### src/design/ucfp_pkg.sv
// Package: types, constants and control store of the command frame parser.
`timescale 1ns / 1ps

package ucfp_pkg;

  localparam int unsigned WinDepth = 7;
  localparam int unsigned LinkLen  = 4;
  localparam int unsigned ValueLen = 7;

  localparam logic [7:0] SyncValue = 8'hAA;
  localparam logic [7:0] SyncLink  = 8'hBB;
  localparam logic [7:0] CodeCc    = 8'hCC;
  localparam logic [7:0] CodeDd    = 8'hDD;
  localparam logic [7:0] CodeEe    = 8'hEE;

  typedef logic [2:0] fill_t;
  typedef logic [1:0] step_t;

  localparam step_t StepIdle = 2'd0;
  localparam step_t StepScan = 2'd1;
  localparam step_t StepEmit = 2'd2;

  typedef enum logic [2:0] {
    KIND_VALUES    = 3'd0,
    KIND_WIFI_UP   = 3'd1,
    KIND_WIFI_DOWN = 3'd2,
    KIND_MQTT_UP   = 3'd3,
    KIND_MQTT_DOWN = 3'd4,
    KIND_CFG_END   = 3'd5,
    KIND_CFG_START = 3'd6
  } kind_e;

  typedef enum logic [1:0] {
    RES_WAIT = 2'd0,
    RES_DROP = 2'd1,
    RES_DONE = 2'd2
  } scan_res_e;

  typedef enum logic [1:0] {
    COND_INPUT   = 2'd0,
    COND_SCAN    = 2'd1,
    COND_OUTFREE = 2'd2
  } cond_e;

  // One control word: branch condition, datapath enables, targets by outcome.
  typedef struct packed {
    cond_e cond;
    logic  take;
    logic  scan;
    logic  emit;
    step_t tgt0;
    step_t tgt1;
    step_t tgt2;
  } ctrl_t;

  typedef struct packed {
    logic      in_fire;
    scan_res_e res;
    logic      out_free;
  } status_t;

  localparam ctrl_t UcodeRom [4] = '{
    '{cond: COND_INPUT, take: 1'b1, scan: 1'b0, emit: 1'b0,
      tgt0: StepIdle, tgt1: StepScan, tgt2: StepIdle},
    '{cond: COND_SCAN, take: 1'b0, scan: 1'b1, emit: 1'b0,
      tgt0: StepIdle, tgt1: StepScan, tgt2: StepEmit},
    '{cond: COND_OUTFREE, take: 1'b0, scan: 1'b0, emit: 1'b1,
      tgt0: StepEmit, tgt1: StepIdle, tgt2: StepIdle},
    '{cond: COND_INPUT, take: 1'b1, scan: 1'b0, emit: 1'b0,
      tgt0: StepIdle, tgt1: StepScan, tgt2: StepIdle}
  };

endpackage

### src/design/ucfp_rom.sv
// Control store: maps the step counter to its control word.
`timescale 1ns / 1ps

module ucfp_rom (
  input  ucfp_pkg::step_t step_i,
  output ucfp_pkg::ctrl_t ctrl_o
);

  assign ctrl_o = ucfp_pkg::UcodeRom[step_i];

endmodule

### src/design/ucfp_seq.sv
// Sequencer: step counter with conditional jumps taken from the control word.
`timescale 1ns / 1ps

module ucfp_seq (
  input  logic              clk_i,
  input  logic              rst_ni,
  input  ucfp_pkg::ctrl_t   ctrl_i,
  input  ucfp_pkg::status_t status_i,
  output ucfp_pkg::step_t   step_o
);

  ucfp_pkg::step_t step_q, step_d;
  logic [1:0]      outcome;

  always_comb begin
    unique case (ctrl_i.cond)
      ucfp_pkg::COND_INPUT:   outcome = {1'b0, status_i.in_fire};
      ucfp_pkg::COND_SCAN:    outcome = status_i.res;
      ucfp_pkg::COND_OUTFREE: outcome = {1'b0, status_i.out_free};
      default:                outcome = 2'd0;
    endcase
    unique case (outcome)
      2'd1:    step_d = ctrl_i.tgt1;
      2'd2:    step_d = ctrl_i.tgt2;
      default: step_d = ctrl_i.tgt0;
    endcase
  end

  always_ff @(posedge clk_i or negedge rst_ni) begin
    if (!rst_ni) begin
      step_q <= ucfp_pkg::StepIdle;
    end else begin
      step_q <= step_d;
    end
  end

  assign step_o = step_q;

endmodule

### src/design/ucfp_dp.sv
// Datapath: byte window, frame classifier, link flags and output register.
`timescale 1ns / 1ps

module ucfp_dp (
  input  logic              clk_i,
  input  logic              rst_ni,
  input  ucfp_pkg::ctrl_t   ctrl_i,
  output ucfp_pkg::status_t status_o,
  input  logic              in_valid_i,
  input  logic [7:0]        in_byte_i,
  input  logic              in_test_i,
  output logic              out_valid_o,
  input  logic              out_ready_i,
  output logic [2:0]        out_kind_o,
  output logic [19:0]       out_data_o
);

  logic [7:0]        win_q [ucfp_pkg::WinDepth];
  logic [7:0]        win_d [ucfp_pkg::WinDepth];
  ucfp_pkg::fill_t   fill_q, fill_d;
  logic              test_q, test_d;
  logic              wifi_q, wifi_d, mqtt_q, mqtt_d, cfg_q, cfg_d;
  logic              out_valid_q, out_valid_d;
  logic [2:0]        out_kind_q, out_kind_d;
  logic [19:0]       out_data_q, out_data_d;
  ucfp_pkg::scan_res_e res;
  ucfp_pkg::kind_e   kind;
  logic              in_fire, out_free, emit_fire, b2_ok;

  assign in_fire   = in_valid_i & ctrl_i.take;
  assign out_free  = !out_valid_q || out_ready_i;
  assign emit_fire = ctrl_i.emit & out_free;

  // One check of the window from its oldest byte.
  always_comb begin
    res  = ucfp_pkg::RES_WAIT;
    kind = ucfp_pkg::KIND_VALUES;
    b2_ok = (win_q[2] == ucfp_pkg::CodeCc) || (win_q[2] == ucfp_pkg::CodeDd) ||
            (win_q[2] == ucfp_pkg::CodeEe);
    if (fill_q == 3'd0) begin
      res = ucfp_pkg::RES_WAIT;
    end else if (win_q[0] == ucfp_pkg::SyncValue) begin
      if (fill_q < 3'd2) res = ucfp_pkg::RES_WAIT;
      else if (win_q[1] != ucfp_pkg::SyncValue) res = ucfp_pkg::RES_DROP;
      else if (fill_q < 3'(ucfp_pkg::ValueLen)) res = ucfp_pkg::RES_WAIT;
      else res = ucfp_pkg::RES_DONE;
    end else if (win_q[0] != ucfp_pkg::SyncLink) begin
      res = ucfp_pkg::RES_DROP;
    end else if (fill_q < 3'd2) begin
      res = ucfp_pkg::RES_WAIT;
    end else if (win_q[1] != ucfp_pkg::SyncLink) begin
      res = ucfp_pkg::RES_DROP;
    end else if (fill_q < 3'd3) begin
      res = ucfp_pkg::RES_WAIT;
    end else if (!b2_ok) begin
      res = ucfp_pkg::RES_DROP;
    end else if (fill_q < 3'(ucfp_pkg::LinkLen)) begin
      res = ucfp_pkg::RES_WAIT;
    end else begin
      res = ucfp_pkg::RES_DONE;
      priority if (win_q[2] == ucfp_pkg::CodeCc && win_q[3] == ucfp_pkg::CodeCc)
        kind = ucfp_pkg::KIND_WIFI_UP;
      else if (win_q[2] == ucfp_pkg::CodeCc && win_q[3] == ucfp_pkg::CodeDd)
        kind = ucfp_pkg::KIND_WIFI_DOWN;
      else if (win_q[2] == ucfp_pkg::CodeDd && win_q[3] == ucfp_pkg::CodeDd)
        kind = ucfp_pkg::KIND_MQTT_UP;
      else if (win_q[2] == ucfp_pkg::CodeDd && win_q[3] == ucfp_pkg::CodeEe)
        kind = ucfp_pkg::KIND_MQTT_DOWN;
      else if (win_q[2] == ucfp_pkg::CodeEe && win_q[3] == ucfp_pkg::CodeDd)
        kind = ucfp_pkg::KIND_CFG_END;
      else if (win_q[2] == ucfp_pkg::CodeEe && win_q[3] == ucfp_pkg::CodeEe)
        kind = ucfp_pkg::KIND_CFG_START;
      else
        res = ucfp_pkg::RES_DROP;
    end
  end

  always_comb begin
    win_d       = win_q;
    fill_d      = fill_q;
    test_d      = test_q;
    wifi_d      = wifi_q;
    mqtt_d      = mqtt_q;
    cfg_d       = cfg_q;
    out_kind_d  = out_kind_q;
    out_data_d  = out_data_q;
    out_valid_d = out_valid_q & !out_ready_i;

    if (in_fire) begin
      test_d = in_test_i;
      if (fill_q == 3'(ucfp_pkg::WinDepth)) begin
        for (int i = 0; i < ucfp_pkg::WinDepth - 1; i++) win_d[i] = win_q[i + 1];
        win_d[ucfp_pkg::WinDepth - 1] = in_byte_i;
      end else begin
        win_d[fill_q] = in_byte_i;
        fill_d = fill_q + 3'd1;
      end
    end

    if (ctrl_i.scan && res == ucfp_pkg::RES_DROP) begin
      for (int i = 0; i < ucfp_pkg::WinDepth - 1; i++) win_d[i] = win_q[i + 1];
      fill_d = fill_q - 3'd1;
    end

    if (emit_fire) begin
      unique case (kind)
        ucfp_pkg::KIND_WIFI_UP:   wifi_d = 1'b1;
        ucfp_pkg::KIND_WIFI_DOWN: wifi_d = 1'b0;
        ucfp_pkg::KIND_MQTT_UP:   mqtt_d = 1'b1;
        ucfp_pkg::KIND_MQTT_DOWN: mqtt_d = 1'b0;
        ucfp_pkg::KIND_CFG_END:   cfg_d  = 1'b0;
        ucfp_pkg::KIND_CFG_START: cfg_d  = 1'b1;
        default: ;
      endcase
      if (kind == ucfp_pkg::KIND_VALUES) begin
        fill_d = 3'd0;
        out_data_d = {cfg_d, mqtt_d, wifi_d, !test_q, win_q[4], win_q[3]};
      end else begin
        for (int i = 0; i < ucfp_pkg::WinDepth - ucfp_pkg::LinkLen; i++)
          win_d[i] = win_q[i + ucfp_pkg::LinkLen];
        fill_d = fill_q - 3'(ucfp_pkg::LinkLen);
        out_data_d = {cfg_d, mqtt_d, wifi_d, 1'b0, 8'd0, 8'd0};
      end
      out_kind_d  = kind;
      out_valid_d = 1'b1;
    end
  end

  always_ff @(posedge clk_i or negedge rst_ni) begin
    if (!rst_ni) begin
      fill_q      <= '0;
      wifi_q      <= 1'b0;
      mqtt_q      <= 1'b0;
      cfg_q       <= 1'b0;
      out_valid_q <= 1'b0;
    end else begin
      fill_q      <= fill_d;
      wifi_q      <= wifi_d;
      mqtt_q      <= mqtt_d;
      cfg_q       <= cfg_d;
      out_valid_q <= out_valid_d;
    end
  end

  always_ff @(posedge clk_i) begin
    win_q      <= win_d;
    test_q     <= test_d;
    out_kind_q <= out_kind_d;
    out_data_q <= out_data_d;
  end

  assign status_o    = '{in_fire: in_fire, res: res, out_free: out_free};
  assign out_valid_o = out_valid_q;
  assign out_kind_o  = out_kind_q;
  assign out_data_o  = out_data_q;

`ifndef SYNTHESIS
  a_fill_range: assert property (@(posedge clk_i) disable iff (!rst_ni)
    fill_q <= 3'(ucfp_pkg::WinDepth))
    else $error("window fill out of range");

  a_fill_after_take: assert property (@(posedge clk_i) disable iff (!rst_ni)
    in_fire |=> fill_q != 3'd0)
    else $error("window empty after byte taken");

  a_drop_one: assert property (@(posedge clk_i) disable iff (!rst_ni)
    (ctrl_i.scan && res == ucfp_pkg::RES_DROP) |=> fill_q == $past(fill_q) - 3'd1)
    else $error("drop did not remove exactly one byte");

  a_valid_from_emit: assert property (@(posedge clk_i) disable iff (!rst_ni)
    $rose(out_valid_q) |-> $past(ctrl_i.emit))
    else $error("result shown without emit step");
`endif

endmodule

### src/design/uart_command_frame_parser.sv
// Top level of the serial command frame parser: sequencer, control store, datapath.
//
//  channel  dir  tdata (low bit up)                                    tuser
//  s_axis   in   rx_byte[7:0], test_active[8], zero pad [15:9]         -
//  m_axis   out  attention_value[7:0], meditation_value[15:8],         frame_kind[2:0]
//                values_taken[16], wifi_connected[17],
//                mqtt_connected[18], wifi_config_active[19], pad [23:20]
//
// Each byte is taken, then checked once in the window and once more per dropped byte,
// with at most four drops. A byte that completes a frame is taken, checked once and then
// passes to the emit step. The scan loop of the microprogram sets this order.
// Reset clears the window fill, link flags and output valid; no clearing pass.
// A result waits in the output register while the next byte is taken; a new frame
// holds in the emit step until that register is free.
`timescale 1ns / 1ps

module uart_command_frame_parser (
  input  logic        clk_i,
  input  logic        rst_ni,
  input  logic        s_axis_tvalid,
  output logic        s_axis_tready,
  input  logic [15:0] s_axis_tdata,   // rx_byte, test_active
  output logic        m_axis_tvalid,
  input  logic        m_axis_tready,
  output logic [23:0] m_axis_tdata,   // attention, meditation, taken, wifi, mqtt, cfg
  output logic [2:0]  m_axis_tuser    // frame_kind
);

  ucfp_pkg::step_t   step;
  ucfp_pkg::ctrl_t   ctrl;
  ucfp_pkg::status_t status;
  logic [19:0]       out_data;

  ucfp_rom u_rom (
    .step_i (step),
    .ctrl_o (ctrl)
  );

  ucfp_seq u_seq (
    .clk_i    (clk_i),
    .rst_ni   (rst_ni),
    .ctrl_i   (ctrl),
    .status_i (status),
    .step_o   (step)
  );

  ucfp_dp u_dp (
    .clk_i       (clk_i),
    .rst_ni      (rst_ni),
    .ctrl_i      (ctrl),
    .status_o    (status),
    .in_valid_i  (s_axis_tvalid),
    .in_byte_i   (s_axis_tdata[7:0]),
    .in_test_i   (s_axis_tdata[8]),
    .out_valid_o (m_axis_tvalid),
    .out_ready_i (m_axis_tready),
    .out_kind_o  (m_axis_tuser),
    .out_data_o  (out_data)
  );

  assign s_axis_tready = ctrl.take;
  assign m_axis_tdata  = {4'd0, out_data};

endmodule

### config.mk
export PLATFORM = sky130hd
export DESIGN_NAME = uart_command_frame_parser
export DESIGN_NICKNAME = d
export VERILOG_FILES = /design/src/design/ucfp_pkg.sv /design/src/design/ucfp_rom.sv /design/src/design/ucfp_seq.sv /design/src/design/ucfp_dp.sv /design/src/design/uart_command_frame_parser.sv
export SDC_FILE = /design/constraint.sdc
export NUM_CORES = 1
export LEC_CHECK = 0
export ABC_AREA = 1
export BUFFER_PORTS_ARGS = -buffer_cell sky130_fd_sc_hd__buf_2
export CELL_PAD_IN_SITES_DETAIL_PLACEMENT = 0
export CELL_PAD_IN_SITES_GLOBAL_PLACEMENT = 1
export CORE_MARGIN = 4
export CORE_UTILIZATION = 45
export DETAILED_ROUTE_END_ITERATION = 16
export GPL_TIMING_DRIVEN = 0
export PLACE_DENSITY_LB_ADDON = 0.1
export SKIP_LAST_GASP = 1
export SLEW_MARGIN = 30
export SYNTH_ARGS = -nofsm -noshare
export SYNTH_HDL_FRONTEND = slang
export SYNTH_SLANG_ARGS = --single-unit
### constraint.sdc
create_clock -name clk_i -period 3.6 [get_ports clk_i]
set_input_delay 0.36 -clock clk_i [delete_from_list [all_inputs] [get_ports clk_i]]
set_output_delay 0.36 -clock clk_i [all_outputs]
set_load 0.05 [all_outputs]
# [After elaboration in Yosys (flattened, before gate mapping)]
# Index checks and enable logic that the tools add are counted.
[word_totals] register_bits=89 input_bits=20 elab_cells=128
[classes] n_addsub=3 order_cmp=7 n_eq_ne=23 mux=53 bitwise_logic=5 reduce_logical=20
[ops] cell="56-bit two-way mux" count=2
[ops] cell="3-bit two-way mux" count=19
[ops] cell="56-bit bitwise mux" count=1
[ops] cell="8-bit == test, second input constant" count=7
[ops] cell="24-bit two-way mux" count=2
[ops] cell="48-bit two-way mux" count=1
[ops] cell="2-bit two-way mux" count=17
[ops] cell="8-bit demux with 3-bit select" count=1
[ops] cell="8-bit inequality test, second input constant" count=3
[ops] cell="11-bit binary-select mux with 2-bit select" count=1
[ops] cell="11-bit two-way mux" count=2
[ops] cell="3-bit == test, second input constant" count=4
[ops] cell="1-bit logical AND" count=8
[ops] cell="8-bit two-way mux" count=1
[ops] cell="2-bit by 1-bit == test with 1-bit output, second input constant" count=3
[ops] cell="3-bit by 2-bit == test with 1-bit output, second input constant" count=2
[ops] cell="3-bit logical NOT" count=2
[ops] cell="3-bit by 2-bit less-than comparator with 1-bit output, second input constant" count=2
[ops] cell="3-bit less-than comparator, second input constant" count=2
[ops] cell="1-bit one-hot mux with 2 select lines" count=3
[ops] cell="2-bit one-hot mux with 3 select lines" count=1
[ops] cell="2-bit == test, second input constant" count=2
[ops] cell="4-bit greater-or-equal comparator, second input constant" count=1
[ops] cell="4-bit by 1-bit less-than comparator with 1-bit output, second input constant" count=1
[ops] cell="17 further kinds" count=23

# [Longest topological paths before layout]
# Gate-level depths: netlist (run 1).
[logic_depth] depth_word=21 mapped_depth=22 depth_no_buf=20

# [Cells and area by module]
# A second synthesis (run 1) with hierarchy kept.
[unflattened] hier_cells=726 hier_area_um2=5639.2
[modules_own_cells] mod="ucfp_dp" n_inst=1 cells_each=679 area_per_inst_um2=5316.3 seq_area_each_um2=2337.2
[modules_own_cells] mod="ucfp_seq" n_inst=1 cells_each=28 area_per_inst_um2=183.9 seq_area_each_um2=50.0
[modules_own_cells] mod="ucfp_rom" n_inst=1 cells_each=14 area_per_inst_um2=105.1 seq_area_each_um2=0.0
[modules_own_cells] mod="uart_command_frame_parser" n_inst=1 cells_each=5 area_per_inst_um2=33.8 seq_area_each_um2=0.0

# [Least setup slack after synthesis (run 1)]
# No wires, ideal clock.
[synth_path] path_type="flip-flop to flip-flop" start="register u_dp.win_q[25] in the netlist's numbering" end="register u_dp.fill_q[2]" setup_ps=119 t_arrival_ps=2407 required_time_ps=3481 path_slack_ps=1074 path_stages_with_launch=20 path_buffers=1 synth_period_minus_slack_ps=2526 cell_sequence="edfxtp_1 > nor2_1 > nand2_1 > nor2_2 > nand2_1 > nand3_2 > nor2_1 > nand2_1 > nand2_1 > nand2_1 > nand2_2 > nand3_4 > inv_2 > buf_4 > fa_1 > xnor2_1 > inv_1 > nand4_1 > nand4_1 > nand2_1"
[synth_via] elab_chain_len=20 elab_cells_between_ends=46
[synth_rtl] item="start: declaration" line_no="ucfp_dp.sv:18" rtl="logic [7:0] win_q [ucfp_pkg::WinDepth];"
[synth_rtl] item="start signal: assignment" line_no="ucfp_dp.sv:146" rtl="win_q <= win_d;"
[synth_rtl] item="8-bit == test" line_no="ucfp_dp.sv:67, ucfp_dp.sv:71"
[synth_rtl] item="1-bit logical AND" line_no="ucfp_dp.sv:71" rtl="else if (win_q[2] == ucfp_pkg::CodeEe && win_q[3] == ucfp_pkg::CodeEe)"
[synth_rtl] item="2-bit two-way mux" line_no="ucfp_dp.sv:71"
[synth_rtl] item="2-bit two-way mux" line_no="ucfp_dp.sv:69" rtl="else if (win_q[2] == ucfp_pkg::CodeEe && win_q[3] == ucfp_pkg::CodeDd)"
[synth_rtl] item="2-bit two-way mux" line_no="ucfp_dp.sv:67" rtl="else if (win_q[2] == ucfp_pkg::CodeDd && win_q[3] == ucfp_pkg::CodeEe)"
[synth_rtl] item="2-bit two-way mux" line_no="ucfp_dp.sv:65" rtl="else if (win_q[2] == ucfp_pkg::CodeDd && win_q[3] == ucfp_pkg::CodeDd)"
[synth_rtl] item="2-bit two-way mux" line_no="ucfp_dp.sv:63" rtl="else if (win_q[2] == ucfp_pkg::CodeCc && win_q[3] == ucfp_pkg::CodeDd)"
[synth_rtl] item="2-bit two-way mux" line_no="ucfp_dp.sv:61" rtl="priority if (win_q[2] == ucfp_pkg::CodeCc && win_q[3] == ucfp_pkg::CodeCc)"
[synth_rtl] item="[... 4 more ...]"
[synth_rtl] item="2-bit two-way mux" line_no="ucfp_dp.sv:49" rtl="end else if (fill_q < 3'd2) begin"
[synth_rtl] item="2-bit two-way mux" line_no="ucfp_dp.sv:47" rtl="end else if (win_q[0] != ucfp_pkg::SyncLink) begin"
[synth_rtl] item="2-bit two-way mux" line_no="ucfp_dp.sv:42" rtl="end else if (win_q[0] == ucfp_pkg::SyncValue) begin"
[synth_rtl] item="2-bit two-way mux" line_no="ucfp_dp.sv:40" rtl="if (fill_q == 3'd0) begin"
[synth_rtl] item="2-bit by 1-bit == test with 1-bit output" line_no="ucfp_dp.sv:100" rtl="if (ctrl_i.scan && res == ucfp_pkg::RES_DROP) begin"
[synth_rtl] item="1-bit logical AND" line_no="ucfp_dp.sv:100"
[synth_rtl] item="3-bit by 2-bit inequality test with 1-bit output (no line), or another cell as far along"
[synth_rtl] item="2-bit AND reduction (no line) / 3-bit two-way mux (equally long branches)"
[synth_rtl] item="end signal: assignment" line_no="ucfp_dp.sv:137" rtl="fill_q <= fill_d;"
[synth_rtl] item="end: declaration" line_no="ucfp_dp.sv:20" rtl="ucfp_pkg::fill_t fill_q, fill_d;"
# Several ways; a longest one is shown, not always the timed one.
# A chain may end at the register's enable or synchronous reset.

# [Worst setup path after layout (run 1)]
[layout_path] start="register u_dp.fill_q[0]" end="register u_dp.fill_q[2]"
[layout_via] elab_chain_len=13 elab_cells_between_ends=39
[layout_rtl] item="3-bit less-than comparator" line_no="ucfp_dp.sv:57" rtl="end else if (fill_q < 3'(ucfp_pkg::LinkLen)) begin"
[layout_rtl] item="2-bit two-way mux" line_no="ucfp_dp.sv:57"
[layout_rtl] item="2-bit two-way mux" line_no="ucfp_dp.sv:55" rtl="end else if (!b2_ok) begin"
[layout_rtl] item="2-bit two-way mux" line_no="ucfp_dp.sv:53" rtl="end else if (fill_q < 3'd3) begin"
[layout_rtl] item="2-bit two-way mux" line_no="ucfp_dp.sv:51" rtl="end else if (win_q[1] != ucfp_pkg::SyncLink) begin"
[layout_rtl] item="2-bit two-way mux" line_no="ucfp_dp.sv:49"
[layout_rtl] item="2-bit two-way mux" line_no="ucfp_dp.sv:47"
[layout_rtl] item="2-bit two-way mux" line_no="ucfp_dp.sv:42"
[layout_rtl] item="2-bit two-way mux" line_no="ucfp_dp.sv:40"
[layout_rtl] item="2-bit by 1-bit == test with 1-bit output" line_no="ucfp_dp.sv:100"
[layout_rtl] item="1-bit logical AND" line_no="ucfp_dp.sv:100"
[layout_rtl] item="3-bit by 2-bit inequality test with 1-bit output (no line), or another cell as far along"
[layout_rtl] item="2-bit AND reduction (no line) / 3-bit two-way mux (equally long branches)"
# Several ways; a longest one is shown, not always the timed one. The select of a mux whose other input is x is not followed.

==> metrics, run 1 <==
run status=complete, no violations; sequential cell area fraction in the yosys report=44.03%; final critical-path required period=3.139 ns; Peak VDD IR=395.8 uV; # rows=39; post-synthesis adder-cell area fraction=1.754%; max frequency=318.6 MHz; global-route met1 utilization=34.94%; mux cell area share after synthesis=0.7385%; terminus of the critical flop-to-flop path=u_dp.fill_q[2]; top cell type by total area after synthesis=sky130_fd_sc_hd__edfxtp_1; largest family of logic cells by synthesized area=simple AND/OR/NAND/NOR gates; min-delay worst type=input port to register; number of diodes added for antenna fixing=0; power spent charging and discharging nets=2.235 mW; sequential group share of total power=34.7%; power density over cell area=816.6 mW/mm^2; synthesized-area fraction occupied by ao, oa, aoi and oai cells=17.22%; number of global-route vias before repair=4,808; commonest cells after routing, fill and taps aside=sky130_fd_sc_hd__nand2_1 (194), sky130_fd_sc_hd__inv_1 (77), sky130_fd_sc_hd__o21ai_0 (70); hold violation total from the final report=0; core region area=0.01161 mm^2; antenna violations before repair=0; most used routing layer in global routing=met2; global routing usage on met3=4.661%; cell internal power dissipation=2.758 mW; Final Setup Violations=0; max-slew headroom at the worst pin=48.30%; number of register bits inferred by synthesis=89; hold-critical path endpoint=u_dp.test_q; Initial Util=46.68%; layout overhead on the synthesized area=12.79%; detailed-route wire length per cell=18.67 um; post-detail-place hpwl=12,700 um; count of yosys warnings during synthesis=0; parity-gate share of the synthesized area counting xor and xnor cells=0.1616%; Synth Instances=705; critical path fanouts, max=10; TritonCTS clock tree=yes; detailed-route DRC error count=0; transition time at the pin with the least slew margin=0.7727 ns; post-synthesis instance area=0.005421 mm^2; Startpoint Class=register; number of DRC markers in iteration 0=478; filler instances=1,120; required time at the endpoint of the critical path=3.89 ns; total global routing track utilization=24.66%; worst reg-to-reg path cell count=18; min-delay src=s_axis_tdata[8]; class of the most critical setup path=register to register; sum of negative setup slack=0 ns; clock insertion delay at the later pin of the skew report=0.36 ns; Die H=117.8 um; sum of routed wire length over all layers=16,910 um; DIE AREA=0.01387 mm^2; ranking of synthesized cells by area=sky130_fd_sc_hd__edfxtp_1 (31%), sky130_fd_sc_hd__nand2_1 (13%), sky130_fd_sc_hd__dfxtp_1 (8.9%), sky130_fd_sc_hd__o21ai_0 (6.6%), sky130_fd_sc_hd__inv_1 (5.3%); first element of the critical path=u_dp.fill_q[0]; count of different cell masters after synthesis=37; post-route fraction of the period consumed by the critical path=87.19%; largest buffer count on any clock path=2; total global routing overflow=0; hold slack=0.1789 ns; reg-to-reg startpoint=u_dp.fill_q[0]; relative contribution of combinational cells to total power=46.1%; Synth Area per Inst=7.690 um^2; residual antenna-violating net count after detailed routing=0; Max Slew Vio Count=0; maximum number of pins on one net before global-route repair=31; area fraction of the dominant cell type after synthesis=31.02%; weighted congestion at the end of routability-driven global placement=0.9172; total leakage power=2.757 nW; final clock skew=0.009778 ns; most common library cell in the layout ignoring fill and taps=sky130_fd_sc_hd__nand2_1; count of maximum capacitance violations=0; Post-CTS Setup Repair Bufs=0; number of gates resized after cts=0; Clock Root Buffer=sky130_fd_sc_hd__clkbuf_16; average vias per placed instance=5.594; met2 Resource Use GR=37.30%; Boundary Pins=49; fraction of final layout cells sized beyond drive strength 1=14.81%; switching portion of total power=44.76%; count of H-tree levels built during CTS=3; total number of vias=5,068; final layout net count=785; count of port buffers added during placement=37; die width=117.8 um; data arrival at the endpoint of the critical path=3.43 ns; sort of element at the end of the critical path=register; router iterations before antenna repair=5; cell count of the worst hold path=1; clock power share=19.2%; worst setup slack for register-to-register paths=0.46 ns; total clock sinks=89; wire length of the first global-routing pass=26,680 um; RSZ-0062 raised after global routing=no; clock-pin transition on the worst setup and hold timing paths=0.07 ns; simple logic cell fraction of the synthesized area=25.46%; number of clock buffers inserted by TritonCTS=9
## registers in the layout, summed over array words and instances, names as in the netlist
signal	count
u_seq.step_o	2
u_dp.out_kind_o	3
u_dp.fill_q	3
u_dp.out_data_o	20
u_dp.cfg_q	1
u_dp.wifi_q	1
u_dp.mqtt_q	1
u_dp.win_q	56
u_dp.out_valid_o	1
u_dp.test_q	1
## layout make-up
type | count | area, um^2 | area share (%)
Multi-Input combinational cell | 493 | 2477 | 40.52
Sequential cell | 89 | 2387 | 39.04
Inverter | 88 | 334.1 | 5.463
Buffer | 38 | 240.2 | 3.929
Clock buffer | 10 | 229.0 | 3.745
Timing Repair Buffer | 39 | 202.7 | 3.315
Tap cell | 143 | 178.9 | 2.926
Clock inverter | 6 | 65.06 | 1.064
## power groups by stage
stage / Clock (mW) / Combinational [mW] / Sequential, mW
floorplan: 0 / 1.64 / 1.65
global placement: 0 / 2.20 / 1.74
detailed placement: 0 / 2.25 / 1.74
CTS: 0.972 / 2.26 / 1.72
global route: 1.01 / 2.56 / 1.77
finish: 0.959 / 2.30 / 1.73
## timing repair
action | 4_1_cts | 5_1_grt
setup endpoints to repair | 0 | 0
hold endpoints to repair | 9 | 0
hold buffers | 1 | 0
## critical path, cell delays in order (launching register included)
cell and delay (ns):
sky130_fd_sc_hd__dfrtp_1 0.40, sky130_fd_sc_hd__buf_2 0.22, sky130_fd_sc_hd__nand3_1 0.11, sky130_fd_sc_hd__clkinv_1 0.32, sky130_fd_sc_hd__nor2_1 0.17, sky130_fd_sc_hd__o21ai_0 0.10
sky130_fd_sc_hd__nand2_1 0.07, sky130_fd_sc_hd__nand2_1 0.06, sky130_fd_sc_hd__nand2_1 0.07, sky130_fd_sc_hd__nand2_2 0.12, sky130_fd_sc_hd__nand3_4 0.16, sky130_fd_sc_hd__inv_2 0.06
sky130_fd_sc_hd__buf_4 0.19, sky130_fd_sc_hd__fa_1 0.45, sky130_fd_sc_hd__xnor2_1 0.24, sky130_fd_sc_hd__inv_1 0.06, sky130_fd_sc_hd__nand4_1 0.09, sky130_fd_sc_hd__nand4_1 0.10
sky130_fd_sc_hd__nand2_1 0.09
## metal layers
layer / vias up / share of wire (%)
li1: 2473 / -
met1: 2397 / 46
met5: - / 0
met2: 171 / 44
met3: 27 / 6.9
met4: 0 / 2.4
## Yosys cell counts (all sizes together)
cell,instances
a21oi,17
a22oi,30
a31oi,2
buf,31
clkbuf,7
clkinv,3
conb,1
dfrtp,9
dfxtp,24
edfxtp,56
fa,1
ha,6
inv,85
mux2i,4
nand2,199
nand3,37
nand4,21
nor2,60
nor3,5
o211ai,2
o21ai,75
o22ai,27
o31ai,1
or2,1
xnor2,1
## worst max-delay path by stage
| stage | end | slack, ns | cells after the start |
|---|---|---|---|
| 2_1_floorplan | u_dp.fill_q[2] | 1.07 | 19 |
| 3_3_place_gp | u_dp.win_q[32] | 0.50 | 8 |
| 3_5_place_dp | u_dp.fill_q[2] | 0.53 | 18 |
| 4_1_cts | u_dp.fill_q[2] | 0.49 | 18 |
| 5_1_grt | u_dp.fill_q[2] | 0.24 | 18 |
| 6_report | u_dp.fill_q[2] | 0.46 | 18 |
## metrics by stage
stage          util, %  cells  area, um^2  power (mW)  setup slack (ns)
4_1_cts          52.65    906        6115       4.956            0.4947
2_1_floorplan        -    708        5433       3.298             1.074
5_1_grt          52.65    906        6115       5.337            0.2352
6_report         52.65    906        6115       4.993            0.4611
3_5_place_dp     50.03    889        5811       3.995            0.5265
3_3_place_gp     49.91    888        5797       3.936            0.4977
## cell families (layout without fill, tap and decap cells)
kind of cell,Yosys count,in the layout
and+or+nand+nor,323,323
AOI/OAI and AO/OA,154,154
buffers and inverters,126,181
DFF,89,89
adders and majority gates,7,7
muxes,4,4
other,1,4
xor gates and xnor gates,1,1
Note: power is estimated with default switching activity, not from simulation.
==> run 2: changes to the inputs <==
--- a/config.mk
+++ b/config.mk
@@ -5,10 +5,10 @@
 export SDC_FILE = /design/constraint.sdc
 export NUM_CORES = 1
 export LEC_CHECK = 0
-export ABC_AREA = 1
 export BUFFER_PORTS_ARGS = -buffer_cell sky130_fd_sc_hd__buf_2
 export CELL_PAD_IN_SITES_DETAIL_PLACEMENT = 0
 export CELL_PAD_IN_SITES_GLOBAL_PLACEMENT = 1
+export CORE_ASPECT_RATIO = 2
 export CORE_MARGIN = 4
 export CORE_UTILIZATION = 45
 export DETAILED_ROUTE_END_ITERATION = 16
==> run 2 against run 1 <==
Net effect:
- synthesized cell count fell by 31%
- first-iteration DRC count shrank 36%
- via count down 17%
- critical path type unchanged
- global-route usage grew 1.4 points
- count of clock-buffer cells in the layout decreased by 1
- cell area down 7.6%
==> metrics, run 2 <==
min-delay src=s_axis_tdata[8]; number of clock buffers inserted by TritonCTS=9 (unchanged); number of diodes added for antenna fixing=0 (unchanged); count of yosys warnings during synthesis=0 (unchanged); number of register bits inferred by synthesis=89 (unchanged); largest family of logic cells by synthesized area=compound AO/OA/AOI/OAI gates; run status=complete, no violations; die width=82.23 um (-30%); count of port buffers added during placement=37 (unchanged); max frequency=301.4 MHz (-5.4%); total global routing track utilization=26.08% (+1.4 points); total clock sinks=89 (unchanged); sequential cell area fraction in the yosys report=48.15% (+4.1 points); top post-synthesis cells by count=sky130_fd_sc_hd__edfxtp_1 (56), sky130_fd_sc_hd__a21oi_1 (44), sky130_fd_sc_hd__nor2_1 (44); CP max-delay cell=sky130_fd_sc_hd__fa_1; layout overhead on the synthesized area=14.00%; DP Worst Slack=0.1639 ns (-0.3626 ns); power density over cell area=919.8 mW/mm^2 (+13%); mux cell area share after synthesis=2.826% (+2.1 points); simple logic cell fraction of the synthesized area=17.94% (-7.5 points); detailed-route DRC error count=0 (unchanged); post-detail-place hpwl=12,130 um (-4.5%); category of cells accounting for the largest share of critical-path delay=simple AND/OR/NAND/NOR gates; final layout net count=565 (-28%); sum of negative setup slack=0 ns (unchanged); worst reg-to-reg path cell count=10 (-8); cell count of the worst hold path=1 (unchanged); clock insertion delay at the later pin of the skew report=0.35 ns (about the same); hold-critical path endpoint=u_dp.test_q; max-slew headroom at the worst pin=42.48% (-5.8 points); maximum number of pins on one net before global-route repair=31 (unchanged); critical path fanouts, max=10 (unchanged); first element of the critical path=u_dp.win_q[35]; met1 routed wirelength after detailed routing=5600 um (-29%); clock-pin transition on the worst setup and hold timing paths=0.07 ns (about the same); antenna violations before repair=0 (unchanged); Post-CTS Setup Repair Bufs=0 (unchanged); data arrival at the endpoint of the critical path=3.60 ns (+0.17 ns); DIE AREA=0.01286 mm^2 (-7.2%); post-synthesis instance area=0.004959 mm^2 (-8.5%); parity-gate share of the synthesized area counting xor and xnor cells=0.5299% (+0.37 points); Synth Instances=486 (-31%); Clock Root Buffer=sky130_fd_sc_hd__clkbuf_16; reg-to-reg startpoint=u_dp.win_q[35]; met2 wire length=8721 um (+17%); Peak VDD IR=484.6 uV (+22%); cells traversed along the worst timing path=nand4_1 > nor2_2 > nand3_1 > nor3_4 > a211oi_4 > buf_6 > buf_2 > fa_1 > mux2i_1 > mux2i_1; Final Setup Violations=0 (unchanged); number of enable-type register cells in the synthesized netlist=56 (unchanged); Max Slew Vio Count=0 (unchanged); sum of routed wire length over all layers=15,950 um (-5.7%); commonest cells after routing, fill and taps aside=sky130_fd_sc_hd__edfxtp_1 (56), sky130_fd_sc_hd__buf_2 (46), sky130_fd_sc_hd__nor2_1 (44), sky130_fd_sc_hd__a21oi_1 (44), sky130_fd_sc_hd__nand2_1 (29); Initial Util=45.58% (-1.1 points); Startpoint Class=register; top cell type by total area after synthesis=sky130_fd_sc_hd__edfxtp_1; most common cell in the synthesized netlist=sky130_fd_sc_hd__edfxtp_1; hold slack=0.1793 ns (+0.0004430 ns); total global routing overflow=0 (unchanged); most prevalent standard cell on the critical path=sky130_fd_sc_hd__mux2i_1; core region area=0.01088 mm^2 (-6.3%); final critical-path required period=3.318 ns (+0.1789 ns); Boundary Pins=49 (unchanged); hold violation total from the final report=0 (unchanged); cell area after layout=0.005653 mm^2 (-7.6%); detailed-route wire length per cell=23.35 um (+25%); sort of element at the end of the critical path=register; min-delay worst type=input port to register; RSZ-0062 raised after global routing=no; post-route fraction of the period consumed by the critical path=92.16% (+5.0 points); weighted congestion at the end of routability-driven global placement=0.9311 (+1.5%); synthesized-area fraction occupied by ao, oa, aoi and oai cells=23.62% (+6.4 points); terminus of the critical flop-to-flop path=u_dp.fill_q[2]; class of the most critical setup path=register to register; number of buffers and inverters on the critical path=2 (-3); post-layout utilization of the core=51.97% (-0.68 points); largest buffer count on any clock path=2 (unchanged); router iterations before antenna repair=5 (unchanged); ranking of synthesized cells by area=sky130_fd_sc_hd__edfxtp_1 (34%), sky130_fd_sc_hd__dfxtp_1 (9.7%), sky130_fd_sc_hd__dfrtp_1 (4.5%), sky130_fd_sc_hd__a21oi_1 (4.4%), sky130_fd_sc_hd__a22o_1 (4.2%); average vias per placed instance=6.193 (+11%); max layer used=met4; wire length of the first global-routing pass=24,060 um (-9.8%); post-synthesis adder-cell area fraction=1.918% (+0.16 points); TritonCTS clock tree=yes; worst setup slack for register-to-register paths=0.28 ns (-0.18 ns); Largest Register=u_dp.win_q; ys async rst share=10.11% (unchanged); fraction of final layout cells sized beyond drive strength 1=17.68% (+2.9 points); metal3 WL=757 um (-35%); total leakage power=2.124 nW (-23%); residual antenna-violating net count after detailed routing=0 (unchanged); cell area reported after detailed placement=0.005330 mm^2 (-8.3%); number of DRC markers in iteration 0=304 (-36%); total number of vias=4,230 (-17%); number of global-route vias before repair=4,120 (-14%); final clock skew=0.008623 ns (-0.001155 ns); count of maximum capacitance violations=0 (unchanged); Synth Area per Inst=10.20 um^2 (+33%); Die H=156.5 um (+33%); Synth Flop Type=sky130_fd_sc_hd__edfxtp_1; max reg flops=56 (unchanged); count of H-tree levels built during CTS=3 (unchanged); count of different cell masters after synthesis=70 (+89%); area fraction of the dominant cell type after synthesis=33.91% (+2.9 points); required time at the endpoint of the critical path=3.88 ns (about the same); transition time at the pin with the least slew margin=0.8628 ns (+0.09012 ns); crit path setup slack, layout=0.2822 ns (-0.1790 ns); # rows=54 (+38%); most common library cell in the layout ignoring fill and taps=sky130_fd_sc_hd__edfxtp_1; largest stage delay on the critical path=0.47 ns (+0.02 ns)
==> run 2: cell types whose count changed after synthesis, moves of 22 or more <==
cell	change
sky130_fd_sc_hd__inv_1	-68
sky130_fd_sc_hd__a21oi_1	+27
sky130_fd_sc_hd__o21ai_0	-53
sky130_fd_sc_hd__a22oi_1	-30
sky130_fd_sc_hd__a22o_1	+24
sky130_fd_sc_hd__nand2_1	-165
sky130_fd_sc_hd__nand3_1	-22
==> run 2: worst max-delay path by stage <==
stage,to,depth (start not counted)
6_report,u_dp.fill_q[2],10
5_1_grt,u_dp.fill_q[2],10
4_1_cts,u_dp.win_q[33],8
3_5_place_dp,u_dp.win_q[32],8
3_3_place_gp,u_dp.fill_q[2],10
2_1_floorplan,u_dp.fill_q[2],10
==> run 2: stage by stage <==
step	total power, mW	std cells
2_1_floorplan	3.512	489
3_3_place_gp	4.167	666
3_5_place_dp	4.216	666
4_1_cts	5.163	683
5_1_grt	5.498	683
6_report	5.200	683
==> run 2: area by class of cell <==
type / count / area (um^2)
Sequential cell: 89 / 2387
Inverter: 11 / 41.29
Clock buffer: 9 / 225.2
Timing Repair Buffer: 38 / 195.2
Tap cell: 140 / 175.2
Clock inverter: 7 / 73.82
Fill cell: 1011 / 5225
Buffer: 36 / 203.9
Multi-Input combinational cell: 353 / 2351
==> run 2: worst register-to-register path: stages, from the launching register on <==
cell                       delay (ns)
sky130_fd_sc_hd__dfxtp_1         0.46
sky130_fd_sc_hd__nand4_1         0.29
sky130_fd_sc_hd__nor2_2          0.43
sky130_fd_sc_hd__nand3_1         0.29
sky130_fd_sc_hd__nor3_4          0.39
sky130_fd_sc_hd__a211oi_4        0.12
sky130_fd_sc_hd__buf_6           0.19
sky130_fd_sc_hd__buf_2           0.22
sky130_fd_sc_hd__fa_1            0.47
sky130_fd_sc_hd__mux2i_1         0.19
sky130_fd_sc_hd__mux2i_1         0.20
==> run 2: layer usage <==
| layer | vias to the layer above | track usage, % |
|---|---|---|
| li1 | 1952 | - |
| met1 | 2047 | 27.59 |
| met2 | 175 | 46.67 |
| met3 | 56 | 5.184 |
| met4 | 0 | 13.95 |
| met5 | - | 0 |
==> run 2: timing repair <==
action / CTS / global route
endpoints found under the setup margin: 0 / 1
endpoints found under the hold margin: 9 / 0
gates resized for setup: 0 / 2
hold buffers: 1 / 0
==> run 2: cell families (layout without fill, tap and decap cells) <==
kind of cell               Yosys count  count (layout)
AOI/OAI and AO/OA                  165             165
and+or+nand+nor                    160             160
DFF                                 89              89
buffers and inverters               47             101
muxes                               14              14
adders and majority gates            7               7
xor gates and xnor gates             3               3
other                                1               4
==> run 2: where the power goes <==
group	internal (mW)	switching, mW
combinational	0.942	1.39
clock	0.490	0.453
sequential	1.54	0.387
==> run 3: changes to the inputs <==
--- a/config.mk
+++ b/config.mk
@@ -5,13 +5,14 @@
 export SDC_FILE = /design/constraint.sdc
 export NUM_CORES = 1
 export LEC_CHECK = 0
-export BUFFER_PORTS_ARGS = -buffer_cell sky130_fd_sc_hd__buf_2
+export CAP_MARGIN = 20
 export CELL_PAD_IN_SITES_DETAIL_PLACEMENT = 0
 export CELL_PAD_IN_SITES_GLOBAL_PLACEMENT = 1
 export CORE_ASPECT_RATIO = 2
 export CORE_MARGIN = 4
 export CORE_UTILIZATION = 45
 export DETAILED_ROUTE_END_ITERATION = 16
+export DONT_BUFFER_PORTS = 1
 export GPL_TIMING_DRIVEN = 0
 export PLACE_DENSITY_LB_ADDON = 0.1
 export SKIP_LAST_GASP = 1
==> run 3 against run 2 <==
Net effect:
- flip-flop and latch count did not move
- via count shrank 2.2%
- first-iteration DRC count is 13% lower
- critical path depth is 1 lower
- wire length shrank 1.3%
- power shrank 0.70%
- clock skew fell by 0.0033 ns
- critical path type unchanged
- critical endpoint is now u_dp.win_q[16]
- largest cell class unchanged
==> metrics, run 3 (synthesized netlist as in run 2, its figures left out) <==
DP Worst Slack=0.1296 ns (-0.03437 ns); class of the most critical setup path=register to register; min-delay worst type=input port to register; DIE AREA=0.01286 mm^2 (unchanged); Clock Root Buffer=sky130_fd_sc_hd__clkbuf_16; final clock skew=0.005344 ns (-0.003279 ns); run status=complete, no violations; final critical-path required period=3.327 ns (+0.008922 ns); detailed-route wire length per cell=24.38 um (+4.4%); die width=82.23 um (unchanged); sum of routed wire length over all layers=15,750 um (-1.3%); final layout net count=528 (-6.5%); post-layout utilization of the core=50.16% (-1.8 points); most prevalent standard cell on the critical path=sky130_fd_sc_hd__buf_2; clock insertion delay at the later pin of the skew report=0.35 ns (about the same); total global routing track utilization=25.86% (-0.22 points); number of clock buffers inserted by TritonCTS=9 (unchanged); number of buffers and inverters on the critical path=3 (+1); router iterations before antenna repair=5 (unchanged); crit path setup slack, layout=0.2732 ns (-0.008922 ns); Largest Register=u_dp.win_q; data arrival at the endpoint of the critical path=3.30 ns (-0.30 ns); non-filler instance count after layout=646 (-5.4%); most common library cell in the layout ignoring fill and taps=sky130_fd_sc_hd__edfxtp_1; largest buffer count on any clock path=2 (unchanged); number of global-route vias before repair=4,033 (-2.1%); post-detail-place hpwl=11,960 um (-1.3%); Initial Util=45.58% (unchanged); Die H=156.5 um (unchanged); number of DRC markers in iteration 0=264 (-13%); layout overhead on the synthesized area=10.04%; total clock sinks=89 (unchanged); post-route fraction of the period consumed by the critical path=92.41% (+0.25 points); antenna violations before repair=0 (unchanged); average vias per placed instance=6.401 (+3.4%); critical path fanouts, max=10 (unchanged); sum of negative setup slack=0 ns (unchanged); count of H-tree levels built during CTS=3 (unchanged); total global routing overflow=0 (unchanged); fraction of final layout cells sized beyond drive strength 1=11.86% (-5.8 points); max-slew headroom at the worst pin=44.21% (+1.7 points); hold violation total from the final report=0 (unchanged); TritonCTS clock tree=yes; detailed-route DRC error count=0 (unchanged); Peak VDD IR=465.2 uV (-4.0%); Final Setup Violations=0 (unchanged); largest stage delay on the critical path=0.42 ns (-0.05 ns); cell area reported after detailed placement=0.005145 mm^2 (-3.5%); clock-pin transition on the worst setup and hold timing paths=0.07 ns (about the same); total number of vias=4,135 (-2.2%); Boundary Pins=49 (unchanged); count of maximum capacitance violations=0 (unchanged); CP max-delay cell=sky130_fd_sc_hd__o21bai_1; placed instance count=629 (-5.6%); required time at the endpoint of the critical path=3.58 ns (-0.30 ns); total leakage power=1.951 nW (-8.1%); Post-CTS Setup Repair Bufs=0 (unchanged); max frequency=300.6 MHz (-0.27%); number of diodes added for antenna fixing=0 (unchanged); wire length of the first global-routing pass=23,880 um (-0.75%); transition time at the pin with the least slew margin=0.8293 ns (-0.03344 ns); max reg flops=56 (unchanged); Startpoint Class=register; cell area after layout=0.005456 mm^2 (-3.5%); category of cells accounting for the largest share of critical-path delay=compound AO/OA/AOI/OAI gates; # rows=54 (unchanged); RSZ-0062 raised after global routing=no; power density over cell area=946.2 mW/mm^2 (+2.9%); Max Slew Vio Count=0 (unchanged); core region area=0.01088 mm^2 (unchanged); count of port buffers added during placement=0 (-100%); weighted congestion at the end of routability-driven global placement=0.9305 (about the same); commonest cells after routing, fill and taps aside=sky130_fd_sc_hd__edfxtp_1 (56), sky130_fd_sc_hd__nor2_1 (44), sky130_fd_sc_hd__a21oi_1 (44); sort of element at the end of the critical path=register; maximum number of pins on one net before global-route repair=31 (unchanged); residual antenna-violating net count after detailed routing=0 (unchanged); cells traversed along the worst timing path=buf_2 > and2_1 > and3_1 > a211oi_2 > nor3_2 > a211oi_4 > buf_6 > buf_2 > o21bai_1
==> run 3: changes by cell type in the layout (fill, tap and decap cells not counted) <==
cell	previous run	this run
sky130_fd_sc_hd__nor3_2	1	2
sky130_fd_sc_hd__nor3_4	2	1
sky130_fd_sc_hd__inv_6	0	2
sky130_fd_sc_hd__clkinv_4	1	0
sky130_fd_sc_hd__buf_2	46	9
sky130_fd_sc_hd__a211oi_2	1	2
sky130_fd_sc_hd__nor3b_2	0	1
sky130_fd_sc_hd__nor3b_1	2	1
sky130_fd_sc_hd__a211oi_4	2	1
sky130_fd_sc_hd__inv_8	3	2
==> run 3: worst paths after layout <==
path,from,to,slack (ns),cells after the start
max,u_dp.win_q[28],u_dp.win_q[16],0.27,9
max in group asynchronous,rst_ni,u_dp.mqtt_q,2.86,1
min in group asynchronous,rst_ni,u_dp.wifi_q,0.41,1
min,s_axis_tdata[8],u_dp.test_q,0.11,0
min reg2reg,u_dp.win_q[15],u_dp.win_q[47],0.53,2
max reg2reg,u_dp.win_q[28],u_dp.win_q[16],0.27,9
==> run 3: area by class of cell <==
type	count	area, um^2
multi-input combinational	353	2342
inverter	11	41.29
fill	1002	5421
timing repair buffer	1	10.01
buffer	36	203.9
tap	140	175.2
clock buffer	9	225.2
sequential	89	2387
clock inverter	7	71.32
==> run 3: where the power goes <==
part | switching, mW | internal (mW) | leakage [nW]
Combinational | 1.36 | 0.933 | 0.954
Clock | 0.455 | 0.489 | 0.139
Sequential | 0.387 | 1.54 | 0.858
==> run 3: timing repair <==
action,in CTS,in global routing
hold endpoints to repair,9,0
hold buffers,1,0
resized for setup,0,1
setup endpoints to repair,0,1
==> run 3: routing by layer <==
layer  vias up  wire length, um  track usage (%)
met3        56              664            3.687
met2       156             8358            45.56
met4         0             1150            16.96
li1       1870                -                -
met5         -                0                0
met1      2053             5574            27.51
==> run 3: stage by stage <==
step | hold slack, ns | total power, mW
after floorplan | 0.06441 | 3.512
after global placement | 0.06468 | 4.157
after detailed placement | 0.06468 | 4.202
after CTS | 0.1015 | 5.138
after global routing | 0.08965 | 5.481
final | 0.1050 | 5.163
